--- config.mk ---
export PLATFORM = sky130hd
export DESIGN_NAME = gcd_sqrt_cell
export DESIGN_NICKNAME = d
export VERILOG_FILES = /design/src/hdl/gcd_pkg.sv /design/src/hdl/gcd_sqrt_cell.sv
export SDC_FILE = /design/constraint.sdc
export NUM_CORES = 1
export LEC_CHECK = 0
export BUFFER_PORTS_ARGS = -buffer_cell sky130_fd_sc_hd__buf_2
export CORE_MARGIN = 4
export CORE_UTILIZATION = 50
export DETAILED_ROUTE_END_ITERATION = 10
export PLACE_DENSITY = 0.76
export SYNTH_ARGS = -nofsm -noshare
export SYNTH_HDL_FRONTEND = slang
export SYNTH_SLANG_ARGS = --single-unit
export TNS_END_PERCENT = 1
--- constraint.sdc ---
create_clock -name clk -period 4.7 [get_ports clk]
set_clock_uncertainty 0.15 [all_clocks]
set_input_delay 0.94 -clock clk [delete_from_list [all_inputs] [get_ports clk]]
set_output_delay 0.94 -clock clk [all_outputs]
set_load 0.01 [all_outputs]
--- src/hdl/gcd_pkg.sv ---
// shared widths, constants and the cordic arctangent table of the great-circle unit
`timescale 1ns / 1ps

package gcd_pkg;

	// angle input to a sine/cosine unit, units of 2^-23 degree
	localparam int unsigned AW = 33;
	// cordic datapath width
	localparam int unsigned CW = 34;
	// sine and cosine result width, q30
	localparam int unsigned SCW = 32;
	// square root datapath and result widths
	localparam int unsigned RW = 62;
	localparam int unsigned SQ_BITS = 31;
	// floor(v / 45) as (v * RECIP_45) >> 43, exact for v below 2^37
	localparam logic [37:0] RECIP_45 = 38'd195468733827;
	// registered stages between the angle input and the first cordic cell
	localparam int unsigned SC_PRE = 7;

	localparam logic signed [33:0] FULL_TURN = 34'sd3019898880;
	localparam logic signed [33:0] DEG180_W = 34'sd1509949440;
	localparam logic signed [31:0] DEG180 = 32'sd1509949440;
	localparam logic signed [31:0] DEG90 = 32'sd754974720;
	localparam logic [61:0] DEG180_HALF = 62'd754974720;
	localparam logic [31:0] PI_Q30 = 32'd3373259426;
	localparam logic signed [CW-1:0] GAIN_Q30 = 34'sd652032874;
	localparam logic [30:0] HALF_PI_Q30 = 31'd1686629713;
	localparam logic [61:0] ONE_Q60 = 62'd1 << 60;
	localparam logic [23:0] RADIUS_RESET = 24'd6371000;

	localparam logic [30:0] ATAN_HEAD [10] = '{
		31'd843314857, 31'd497837829, 31'd263043837, 31'd133525159, 31'd67021687,
		31'd33543516, 31'd16775851, 31'd8388437, 31'd4194283, 31'd2097149
	};

	// q30 arctangent of 2^-i
	function automatic logic signed [CW-1:0] atan_step(input int unsigned i);
		logic signed [CW-1:0] r;
		if (i < 10) begin
			r = CW'(ATAN_HEAD[i[3:0]]);
		end else if (i <= 30) begin
			r = CW'(1) << (30 - i);
		end else begin
			r = '0;
		end
		return r;
	endfunction

endpackage

--- src/hdl/gcd_sqrt_cell.sv ---
// one bit of a digit-by-digit integer square root
`timescale 1ns / 1ps

module gcd_sqrt_cell #(
	parameter int unsigned K = 0
) (
	input  logic                          clk,
	input  logic                          en,
	input  logic [gcd_pkg::RW-1:0]        rem,
	input  logic [gcd_pkg::SQ_BITS-1:0]   root,
	output logic [gcd_pkg::RW-1:0]        rem_q,
	output logic [gcd_pkg::SQ_BITS-1:0]   root_q
);

	logic [gcd_pkg::RW-1:0] trial;

	// (root + 2^k)^2 - root^2, root has no bits at or below k yet
	assign trial = (gcd_pkg::RW'(root) << (K + 1)) | (gcd_pkg::RW'(1) << (2 * K));

	always_ff @(posedge clk) begin
		if (en) begin
			if (rem >= trial) begin
				rem_q <= rem - trial;
				root_q <= root | (gcd_pkg::SQ_BITS'(1) << K);
			end else begin
				rem_q <= rem;
				root_q <= root;
			end
		end
	end

endmodule

# --- After elaboration in Yosys (flattened, before gate mapping) ---
# Cells that the tools add are included.
word_totals:
  regBits: 93
  inputBits: 95
  out_inout_bits: 93
  word_cells: 6
classes:
  add_sub_neg: 1
  magnitude_cmp: 1
  n_mux: 1
ops:
  columns: ["operator", "n"]
  rows:
  - [">= comparator 62 x 32 -> 1 bit", 1]
  - ["2-to-1 mux 62 bit", 1]
  - ["subtractor 62 x 32 -> 62 bit", 1]

# --- Longest topological paths before layout ---
depth:
  depth_word: 2
  depth_mapped: 15
  mapped_depth_nobuf: 11

# --- Worst setup path before layout ---
# No wires, ideal clock.
synth_path:
  kind: "input to register"
  startpoint: "input port rem[1] (netlist bit)"
  endpoint: "register rem_q[57] (netlist bit) (data pin)"
  setup_ps: 266
  arrival_ps: 3351
  required_time_ps: 4284
  path_slack_ps: 933
  path_stages: 13
  path_buffers: 2
  cell_sequence: "inv_1 > fa_1 > nor2b_1 > o21bai_1 > a211o_1 > a21oi_1 > and4_1 > o211ai_1 > and2_4 > buf_6 > buf_6 > nor4bb_4 > xor2_1"
synth_between:
  elab_chain_len: 2
  word_cells_on_any_way: 3
  classes_between: "add/sub (1); order compare (1); mux (1)"
synth_rtl:
  columns: ["item", "line_no", "text"]
  rows:
  - ["from (decl)", "gcd_sqrt_cell.sv:9", "input logic [gcd_pkg::RW-1:0] rem,"]
  - ["subtractor 62 x 32 -> 62 bit or >= comparator 62 x 32 -> 1 bit (tied branches)", "gcd_sqrt_cell.sv:23, gcd_sqrt_cell.sv:22", null]
  - ["2-to-1 mux 62 bit *", "gcd_sqrt_cell.sv:22", "if (rem >= trial) begin"]
  - ["to (signal assigned)", "gcd_sqrt_cell.sv:23", "rem_q <= rem - trial;"]
  - ["to (signal assigned)", "gcd_sqrt_cell.sv:26", "rem_q <= rem;"]
  - ["to (decl)", "gcd_sqrt_cell.sv:11", "output logic [gcd_pkg::RW-1:0] rem_q,"]
# Every way passes the cells marked *; elsewhere a longest branch is shown, timed or not.
# A chain may end at the register's enable or synchronous reset.

# --- Final worst setup path ---
layout_path:
  startpoint: "input port rem[45] (netlist bit)"
  endpoint: "register rem_q[3] (netlist bit) (data pin)"
layout_between:
  elab_chain_len: 2
layout_rtl:
  columns: ["item", "line_no"]
  rows:
  - [">= comparator 62 x 32 -> 1 bit", "gcd_sqrt_cell.sv:22"]
  - ["2-to-1 mux 62 bit", "gcd_sqrt_cell.sv:22"]
# No other way between the ends.

==> flow_metrics.env <==
export IMPL_cp_arrival_ns=3.77
export IMPL_syn_nets=711
export IMPL_ys_types=59
export IMPL_synth_ff_type="edfxtp_1"
export IMPL_yosys_warnings=0
export IMPL_synth_area_top_cells="edfxtp_1 (47%), ha_1 (6.7%), xnor2_1 (5.0%)"
export IMPL_area_growth_pct=22.94
export IMPL_routabilityCongestion=0.8951
export IMPL_slowest_stage="or4_4"
export IMPL_period_minus_slack_ns=3.836
export IMPL_ys_top_cells_by_count="edfxtp_1 (93), nand2_1 (72), o21ai_0 (50)"
export IMPL_synth_edf_count=93
export IMPL_synth_top_area_cell="edfxtp_1"
export IMPL_overflow=0
export IMPL_slew_headroom_pct=21.47
export IMPL_p_per_area_nw_per_um2=307.9
export IMPL_max_cap_viol_count=0
export IMPL_cts_buffer_depth=2
export IMPL_irDropWorstVdd_uv=198.8
export IMPL_fin_crit_sh_pct=81.61
export IMPL_rsz0062_at_grt="no"
export IMPL_cts_sinks=93
export IMPL_cts_buffers=9
export IMPL_final_util_pct=63.41
export IMPL_first_pass_iters=5
export IMPL_layout_nets=903
export IMPL_status="finished, final reports clean"
export IMPL_drcViolationCount=0
export IMPL_path_clk_slew_ns=0.06
export IMPL_cts_resized=0
export IMPL_drive_above_1_share_pct=28.96
export IMPL_power_leakage_nw=3.052
export IMPL_root_buffer="clkbuf_16"
export IMPL_synth_top_cell_area_share_pct=47.02
export IMPL_drtIter0Drc=282
export IMPL_postCtsSetupRepairBufs=0
export IMPL_whs_ns=0.6281
export IMPL_postSynthAreaPerCell_um2=10.19
export IMPL_finalMaxSlewViolations=0
export IMPL_fin_tns_setup_ns=0
export IMPL_wl_mm=16.04
export IMPL_grt_max_degree=94
export IMPL_endpoint_kind="flip-flop"
export IMPL_dieWidth_um=117.0
export IMPL_via_per_inst=5.564
export IMPL_ant_nets=0
export IMPL_cp_depth=10
export IMPL_ys_ff_latch=93
export IMPL_fillers=981
export IMPL_slowest_delay_ns=0.54
export IMPL_cp_top_family="simple AND/OR/NAND/NOR gates"
export IMPL_cp_start_kind="input pin"
export IMPL_crit_path_start="rem[45]"
export IMPL_hold_viol=0
export IMPL_min_path_cells=1
export IMPL_port_buffers=187
export IMPL_num_antenna_cells=0
export IMPL_synthArstFlopShare_pct=0
export IMPL_path_max_fanout=28
export IMPL_grt_pass1_vias=5112
export IMPL_crit_buf_inv=2
export IMPL_ioPinCount=188
export IMPL_tightestPinTransition_ns=1.178
export IMPL_die_y_um=117.0
export IMPL_dp_hpwl_mm=12.66
export IMPL_endpoint="rem_q[3]"
export IMPL_criticalPathCategory="input pin to flip-flop"
export IMPL_wl_per_cell_um=17.43
export IMPL_path_cells="buf_2, or4_4, or3_4, or3_1, nor2_1, nand3_1, a31oi_4, and2_4, buf_4, o21ai_0"
export IMPL_htree_levels=3
export IMPL_synthCells=583
export IMPL_fp_row_count=39
export IMPL_seq_area_frac_synth_pct=47.02
export IMPL_synth_cell_area_um2=5939
export IMPL_synth_most_common_cell="edfxtp_1"
export IMPL_hold_buffers=0
export IMPL_vias=5119
export IMPL_initial_utilization_pct=51.58
export IMPL_core_area_um2=11520
export IMPL_max_freq_ghz=0.2607
export IMPL_setup_viol=0
export IMPL_track_usage_pct=23.59
export IMPL_grt_first_pass_wirelength_mm=24.85
export IMPL_antenna_found_initial=0
export IMPL_hold_path_class="input pin to flip-flop"
export IMPL_cp_required_ns=4.64
export IMPL_die_area_um2=13690
export IMPL_cts_tree="built"
area by class of cell:
class | count | area, um2 | area share (%)
multi-input combinational | 437 | 2914 | 39.91
sequential | 93 | 2793 | 38.25
timing repair buffer | 199 | 1041 | 14.26
clock buffer | 9 | 225.2 | 3.084
tap | 143 | 178.9 | 2.450
inverter | 35 | 131.4 | 1.799
clock inverter | 4 | 18.77 | 0.2570
sequential cells by signal (all words and copies together), names as in the netlist:
signal	count
rem_q	62
root_q	31
routing by layer:
metal	track usage [%]	up-vias	part of all wire [%]
li1	-	2516	-
met1	28.45	2402	42
met2	42.17	180	50
met3	5.296	21	6.5
met4	6.957	0	1.7
met5	0	-	0
worst min path at each step:
stage,start,end,slack (ns)
floorplan,root[10],root_q[10],0.89
global route,root[4],root_q[4],0.62
global placement,root[13],root_q[13],0.98
detailed placement,root[15],root_q[15],0.98
finish,root[12],root_q[12],0.63
CTS,root[6],root_q[6],0.62
cells in the final DEF, fill, tap and decap left out, types with 3 or more instances in the layout:
| cell | n |
|---|---|
| nand4_1 | 8 |
| o21a_1 | 6 |
| inv_1 | 35 |
| nor4_1 | 9 |
| o21ai_0 | 50 |
| nor3_1 | 15 |
| nor2b_1 | 3 |
| a21boi_0 | 4 |
| ha_1 | 32 |
| buf_2 | 186 |
| xor2_1 | 25 |
| a31oi_1 | 4 |
| edfxtp_1 | 93 |
| or4_1 | 3 |
| xnor2_1 | 34 |
| o31ai_1 | 4 |
| clkinv_2 | 3 |
| o21ai_1 | 3 |
| and3_1 | 6 |
| or3_1 | 7 |
| nand4b_1 | 7 |
| nand2b_1 | 9 |
| clkbuf_16 | 9 |
| nor2_1 | 34 |
| buf_4 | 12 |
| a21o_1 | 9 |
| a21oi_1 | 39 |
| nand3_1 | 11 |
| nand2_1 | 72 |
report_power, final:
group	switching [mW]	leakage, nW	internal (mW)	total (mW)
Combinational	0.333	2.02	0.228	0.561
Clock	0.294	0.124	0.345	0.639
Sequential	0.0212	0.911	1.03	1.05
stage by stage:
stage          total power [mW]  setup slack, ns  instance area, um2  instances
6_report                  2.248           0.8645                7302        920
5_1_grt                   2.362           0.6747                7302        920
4_1_cts                   2.261           0.8694                7302        920
3_5_place_dp              1.626           0.4927                7058        907
3_3_place_gp              1.618           0.5487                7058        907
2_1_floorplan             1.379           0.9331                5939        583
cells by family (layout without fill, tap and decap cells):
family / count (synthesis) / after routing / share of synthesized area (%)
flip-flops: 93 / 93 / 47.02
buffers and inverters: 53 / 247 / 3.918
AND/OR/NAND/NOR: 207 / 207 / 19.23
adder cells (fa/ha/maj): 33 / 33 / 7.078
XOR/XNOR: 59 / 59 / 8.700
AO/OA/AOI/OAI: 138 / 138 / 14.05
Power figures use the tool's default switching activity.
