[config.mk]
export PLATFORM = sky130hd
export DESIGN_NAME = gcd_vec_cell
export DESIGN_NICKNAME = d
export VERILOG_FILES = /design/src/hdl/gcd_pkg.sv /design/src/hdl/gcd_vec_cell.sv
export SDC_FILE = /design/constraint.sdc
export NUM_CORES = 1
export LEC_CHECK = 0
export BUFFER_PORTS_ARGS = -buffer_cell sky130_fd_sc_hd__clkbuf_2
export CORE_MARGIN = 2
export CORE_UTILIZATION = 55
export CTS_CLUSTER_DIAMETER = 80
export DETAILED_ROUTE_END_ITERATION = 10
export PLACE_DENSITY = 0.78
export SLEW_MARGIN = 20
export SYNTH_ARGS = -nofsm -noshare
export SYNTH_HDL_FRONTEND = slang
export SYNTH_SLANG_ARGS = --single-unit
[constraint.sdc]
create_clock -name clk -period 7.3 [get_ports clk]
set_input_delay 1.095 -clock clk [delete_from_list [all_inputs] [get_ports clk]]
set_output_delay 1.095 -clock clk [all_outputs]
set_load 0.005 [all_outputs]
[src/hdl/gcd_pkg.sv]
// shared widths, constants and the cordic arctangent table of the great-circle unit
`timescale 1ns / 1ps

package gcd_pkg;

	// angle input to a sine/cosine unit, units of 2^-23 degree
	localparam int unsigned AW = 33;
	// cordic datapath width
	localparam int unsigned CW = 34;
	// sine and cosine result width, q30
	localparam int unsigned SCW = 32;
	// square root datapath and result widths
	localparam int unsigned RW = 62;
	localparam int unsigned SQ_BITS = 31;
	// floor(v / 45) as (v * RECIP_45) >> 43, exact for v below 2^37
	localparam logic [37:0] RECIP_45 = 38'd195468733827;
	// registered stages between the angle input and the first cordic cell
	localparam int unsigned SC_PRE = 7;

	localparam logic signed [33:0] FULL_TURN = 34'sd3019898880;
	localparam logic signed [33:0] DEG180_W = 34'sd1509949440;
	localparam logic signed [31:0] DEG180 = 32'sd1509949440;
	localparam logic signed [31:0] DEG90 = 32'sd754974720;
	localparam logic [61:0] DEG180_HALF = 62'd754974720;
	localparam logic [31:0] PI_Q30 = 32'd3373259426;
	localparam logic signed [CW-1:0] GAIN_Q30 = 34'sd652032874;
	localparam logic [30:0] HALF_PI_Q30 = 31'd1686629713;
	localparam logic [61:0] ONE_Q60 = 62'd1 << 60;
	localparam logic [23:0] RADIUS_RESET = 24'd6371000;

	localparam logic [30:0] ATAN_HEAD [10] = '{
		31'd843314857, 31'd497837829, 31'd263043837, 31'd133525159, 31'd67021687,
		31'd33543516, 31'd16775851, 31'd8388437, 31'd4194283, 31'd2097149
	};

	// q30 arctangent of 2^-i
	function automatic logic signed [CW-1:0] atan_step(input int unsigned i);
		logic signed [CW-1:0] r;
		if (i < 10) begin
			r = CW'(ATAN_HEAD[i[3:0]]);
		end else if (i <= 30) begin
			r = CW'(1) << (30 - i);
		end else begin
			r = '0;
		end
		return r;
	endfunction

endpackage

[src/hdl/gcd_vec_cell.sv]
// one cordic vectoring step with its output register
`timescale 1ns / 1ps

module gcd_vec_cell #(
	parameter int unsigned STEP = 0
) (
	input  logic                              clk,
	input  logic                              en,
	input  logic signed [gcd_pkg::CW-1:0]     x,
	input  logic signed [gcd_pkg::CW-1:0]     y,
	input  logic signed [gcd_pkg::CW-1:0]     z,
	output logic signed [gcd_pkg::CW-1:0]     x_q,
	output logic signed [gcd_pkg::CW-1:0]     y_q,
	output logic signed [gcd_pkg::CW-1:0]     z_q
);

	logic signed [gcd_pkg::CW-1:0] dx;
	logic signed [gcd_pkg::CW-1:0] dy;
	logic signed [gcd_pkg::CW-1:0] da;

	assign dx = y >>> STEP;
	assign dy = x >>> STEP;
	assign da = gcd_pkg::atan_step(STEP);

	always_ff @(posedge clk) begin
		if (en) begin
			if (y >= 0) begin
				x_q <= x + dx;
				y_q <= y - dy;
				z_q <= z + da;
			end else begin
				x_q <= x - dx;
				y_q <= y + dy;
				z_q <= z - da;
			end
		end
	end

endmodule

# --- Yosys cells after proc, flatten, opt, wreduce, memory -nomap -nowiden ---
# Cells that the tools add are included.
word_totals:
  reg_bits: 102
  input_bits: 104
  out_inout_bits: 102
  elab_cells: 12
op_classes:
  add_sub_neg: 5
  n_lt_le_gt_ge: 1
  n_mux: 3
op_table:
  columns: ["op", "n"]
  rows:
  - ["2-to-1 mux 34 bit", 3]
  - ["subtractor 34 bit", 2]
  - ["adder 34 x 31 -> 34 bit (second input constant)", 1]
  - ["adder 34 bit", 1]
  - ["greater-or-equal comparator 34 x 1 -> 1 bit (second input constant)", 1]
  - ["subtractor 34 x 31 -> 34 bit (second input constant)", 1]

# --- Depth between registers and ports, before layout ---
depth:
  ltp_word: 2
  mapped_depth: 18

# --- Worst setup path after synthesis ---
# No wires, ideal clock.
synth_path:
  path_kind: "input -> register"
  startpoint: "input y[33] in the netlist's numbering"
  endpoint: "register z_q[30] in the netlist's numbering, data pin"
  setup_time_ns: 0.263
  t_arrival_ns: 4.506
  required_ns: 7.037
  slack_ns: 2.531
  stages: 18
  path_cell_list: "buf_4 > buf_2 > buf_2 > buf_2 > buf_2 > clkbuf_1 > buf_1 > xor2_1 > ha_1 > nor2_1 > a22oi_4 > o22ai_2 > o22a_4 > nor3_2 > o32ai_1 > a211o_1 > o41ai_2 > xnor2_1"
synth_between:
  elab_chain_cells: 2
synth_rtl:
  columns: ["element", "line", "rtl"]
  rows:
  - ["from (decl)", "gcd_vec_cell.sv:10", "input logic signed [gcd_pkg::CW-1:0] y,"]
  - ["greater-or-equal comparator 34 x 1 -> 1 bit", "gcd_vec_cell.sv:27", "if (y >= 0) begin"]
  - ["2-to-1 mux 34 bit", "gcd_vec_cell.sv:27", null]
  - ["to (signal assigned)", "gcd_vec_cell.sv:30", "z_q <= z + da;"]
  - ["to (signal assigned)", "gcd_vec_cell.sv:34", "z_q <= z - da;"]
  - ["to (decl)", "gcd_vec_cell.sv:14", "output logic signed [gcd_pkg::CW-1:0] z_q"]
# Every way passes these cells.
# A chain may end at the register's enable or synchronous reset.

# --- Worst setup path in the final report ---
layout_path:
  startpoint: "input y[33] in the netlist's numbering"
  endpoint: "register z_q[31] in the netlist's numbering, data pin"
# Same word-level chain as after synthesis.

==> impl.org <==
** Setup path
- The largest single stage delay on the critical path is 0.67 ns.
- Crit Path Max Fanout :: 58
- Sort of element at the end of the critical path :: flop
- Launch point of the critical path :: y[33]
- Counting both buffers and inverters, the worst setup path holds a total of 3.
- Crit path max-delay cell type :: sky130_fd_sc_hd__buf_4
- Startpoint-to-endpoint class of the critical path :: input port to flop
- STA puts the critical path data arrival time at 4.79 ns.
- Worst-path cell chain :: buf_4, inv_2, buf_4, ha_1, a21o_1, a221oi_1, nor2_1, nand3_1, o21ai_0, a211oi_2, o21ai_0, a211oi_1, a211oi_1
- Data on the critical path is required at its endpoint by 7.41 ns.
- STA classifies the critical path startpoint as an input port.
- Top cell family by delay on the critical path :: compound AO/OA/AOI/OAI gates
- Path length in cells of the critical path :: 13

** Layout
- The top cell types in the final layout, fill and taps aside, are sky130_fd_sc_hd__clkbuf_2 (203), sky130_fd_sc_hd__a21oi_1 (154), sky130_fd_sc_hd__nor2_1 (129).
- Post-Layout Cell Count :: 1752
- Nets :: 1704
- From synthesis to final layout, the design area changed by 12.10%.
- Antenna Cells :: 0
- Of the cells placed in the final design, the portion with a size suffix greater than 1 is 0.1775.
- With fillers left out, the area of the finished cells amounts to 12360 µm².
- The library cell used most frequently in the layout, excluding fill and tap cells, is sky130_fd_sc_hd__clkbuf_2.

** Clocking
- Level count of the clock H-tree :: 3
- The cell sitting at the root of the clock tree is a sky130_fd_sc_hd__clkbuf_16.
- Clock slew seen by the registers of the worst setup and hold paths :: 0.08 ns
- The number of gates resized after CTS was 0.
- After clock tree synthesis, the setup repair step added 0 buffers.
- CTS tree :: yes
- The clock passes through at most 2 buffers.
- TritonCTS buffer count :: 9
- Quantity of hold-fixing buffers added after cts :: 0
- Number of sinks driven by the clock tree :: 101

** Logic synthesis
- Post-synthesis instance area :: 11020 µm²
- Area share of the leading cell type in the synthesized netlist :: 0.2751
- Flip-flop cell with the highest count after synthesis :: sky130_fd_sc_hd__edfxtp_1
- The netlist uses 91 different library cells.
- Multiplexer fraction of the synthesized cell area :: 0.01657
- In the post-synthesis netlist, the biggest area contributors are sky130_fd_sc_hd__edfxtp_1 (28%), sky130_fd_sc_hd__ha_1 (13%), sky130_fd_sc_hd__a21oi_1 (7.0%), sky130_fd_sc_hd__xnor2_1 (6.8%), sky130_fd_sc_hd__o21ai_0 (4.4%).
- The synthesized design contains 101 enable-type register cells.
- Share of the synthesized netlist area taken by xor and xnor gates :: 0.08422
- For this run, asynchronously set or reset flops after synthesis account for 0.
- Area leader, netlist :: sky130_fd_sc_hd__edfxtp_1
- Counting every net in the synthesized netlist gives 1558.
- Sequential cell area fraction in the yosys report :: 0.2751
- After synthesis the netlist holds a flip-flop and latch count of 101.
- Synthesized area per cell :: 8.245 µm²
- Yosys printed 0 warnings.
- Largest family of logic cells by synthesized area :: compound AO/OA/AOI/OAI gates
- Cell count after synthesis :: 1337
- Adder-Cell Fraction of Synth Area :: 0.1348
- Synth Area in Compound Gates :: 0.2627
- Simple-gate share of the synthesized area :: 0.1537

** Worst hold path
- Counting instances, the worst hold path has a depth of 2.
- Critical hold path startpoint :: z[0]
- Class of the tightest hold or removal check :: input port to flop
- The worst hold path terminates at z_q[0].

** GRT
- The via count of the first global-routing pass is 9777.
- For this run, the total global-route usage over all layers was measured as 0.3007.
- Congestion Overflow GR :: 0
- Pin count of the biggest net entering global routing :: 70
- Wire length of the first global-routing pass :: 51.65 mm
- The number of antenna violations at the first check in global routing came to 1.

** Floorplan
- The floorplan step defined a die boundary enclosing 21190 µm².
- Starting density of the core :: 0.5627
- Row generation in the floorplan step produced 51 rows.
- Horiz. Die Dim :: 145.6 µm
- Ports placed on the boundary :: 206
- The floorplan step set the die height to 145.6 µm.
- Std-Cell Core Area :: 19590 µm²

** Timing
- Measured slew at the worst slew-check pin :: 0.7590 ns
- Number of max-slew violations in the final report :: 0
- The smallest clock period supported by the final layout is computed as 4.685 ns.
- Peak clock frequency supported by timing :: 213.5 MHz
- Setup violations remaining at the end of the flow were counted as 0.
- Setup repair after global routing left no endpoint under its margin.
- Crit share post-route :: 0.6417
- Setup Total Neg Slack :: 0 ns
- Worst slew margin :: 0.4940
- The worst path meets setup with 2.615 ns of slack.
- The final number of hold-violating endpoints was 0.

** Place
- Timing analysis after detailed placement gives a worst setup slack of 2.310 ns.
- GPL Wtd Cong :: 0.9772
- Post-Place Cell Area :: 12090 µm²
- After detailed placement, the design holds a cell count of 1737.
- Placed wire-length estimate after detailed placement :: 25.83 mm
- Port buffer count :: 205

** Detailed routing
- The final route contains 10770 vias.
- Using the TritonRoute via totals, the vias-per-cell ratio works out to 6.147.
- The detail route stage leaves a number of antenna-violating nets equal to 0.
- Post-route DRC :: 0
- WL final :: 32.73 mm
- Routed length per placed instance :: 18.68 µm
- After the first detailed-routing iteration, the DRC count stood at 991.
- Drt first pass iters :: 7

** Pwr
- In this run the static leakage power is 0.005372 µW.
- Largest vdd supply drop :: 108.9 µV
- Cell Pwr Density :: 174.2 nW/µm²

** Run
- Reported max-cap violation count :: 0

** Run status
- Run status :: finished, final reports clean
report_power, final:
group / switching [µW] / internal, µW
clock: 237 / 232
sequential: 35.9 / 771
combinational: 530 / 346
total: 803 / 1350
worst max path at each step:
| stage | to | slack (ns) |
|---|---|---|
| after floorplan | z_q[30] | 2.53 |
| after global placement | z_q[31] | 2.34 |
| after detailed placement | z_q[31] | 2.31 |
| after CTS | z_q[31] | 2.69 |
| after global routing | z_q[31] | 2.35 |
| final | z_q[31] | 2.62 |
metrics by stage:
stage	total power, µW	util	hold WS (ns)
3_3_place_gp	1668	0.6169	1.429
6_report	2152	0.6308	1.055
3_5_place_dp	1677	0.6169	1.428
2_1_floorplan	1364	-	1.208
5_1_grt	2266	0.6308	1.062
4_1_cts	2143	0.6308	1.055
synth_stat cells (6+ instances only):
master and number:
sky130_fd_sc_hd__nand4_1 13, sky130_fd_sc_hd__a211oi_1 15, sky130_fd_sc_hd__or3_1 9, sky130_fd_sc_hd__buf_2 18
sky130_fd_sc_hd__xnor2_1 86, sky130_fd_sc_hd__and3_1 10, sky130_fd_sc_hd__nor2b_1 19, sky130_fd_sc_hd__nand2_1 64
sky130_fd_sc_hd__buf_1 7, sky130_fd_sc_hd__edfxtp_1 101, sky130_fd_sc_hd__a31oi_1 18, sky130_fd_sc_hd__o21bai_1 14
sky130_fd_sc_hd__inv_1 123, sky130_fd_sc_hd__clkbuf_1 43, sky130_fd_sc_hd__o211ai_1 12, sky130_fd_sc_hd__a21o_1 15
sky130_fd_sc_hd__a21oi_1 154, sky130_fd_sc_hd__xor2_1 20, sky130_fd_sc_hd__mux2i_1 16, sky130_fd_sc_hd__nor4_1 7
sky130_fd_sc_hd__o31ai_1 14, sky130_fd_sc_hd__o21a_1 14, sky130_fd_sc_hd__nand2b_1 10, sky130_fd_sc_hd__ha_1 114
sky130_fd_sc_hd__o21ai_1 6, sky130_fd_sc_hd__nor3_1 21, sky130_fd_sc_hd__or2_2 8, sky130_fd_sc_hd__nor2_1 129
sky130_fd_sc_hd__nand3_1 26, sky130_fd_sc_hd__a211o_1 7, sky130_fd_sc_hd__o21ai_0 97
flip-flops by register name, indices dropped and copies added (netlist names):
name  cells
x_q      34
z_q      34
y_q      33
layer usage:
layer,vias up,wire (µm),global-route usage
met4,0,803,0.07745
met5,-,0,0
met1,5071,14480,0.4337
met3,58,2994,0.05047
met2,539,14450,0.4701
li1,5102,-,-
cells by family (layout without fill, tap and decap cells):
family                   Yosys count  in the layout
AO/OA/AOI/OAI                    449            449
AND/OR/NAND/NOR                  347            347
buffers and inverters            199            349
adder cells (fa/ha/maj)          117            117
XOR/XNOR                         106            106
flip-flops                       101            101
multiplexers                      18             18
layout make-up:
cell class,instances,area (µm²)
fillers,1802,7233
multi-input cells,1037,7187
flip-flops and latches,101,3033
repair buffers,210,1069
inverters,124,465.4
well taps,265,331.6
clock buffers,9,225.2
clock inverters,6,46.29
Power figures use the tool's default switching activity.
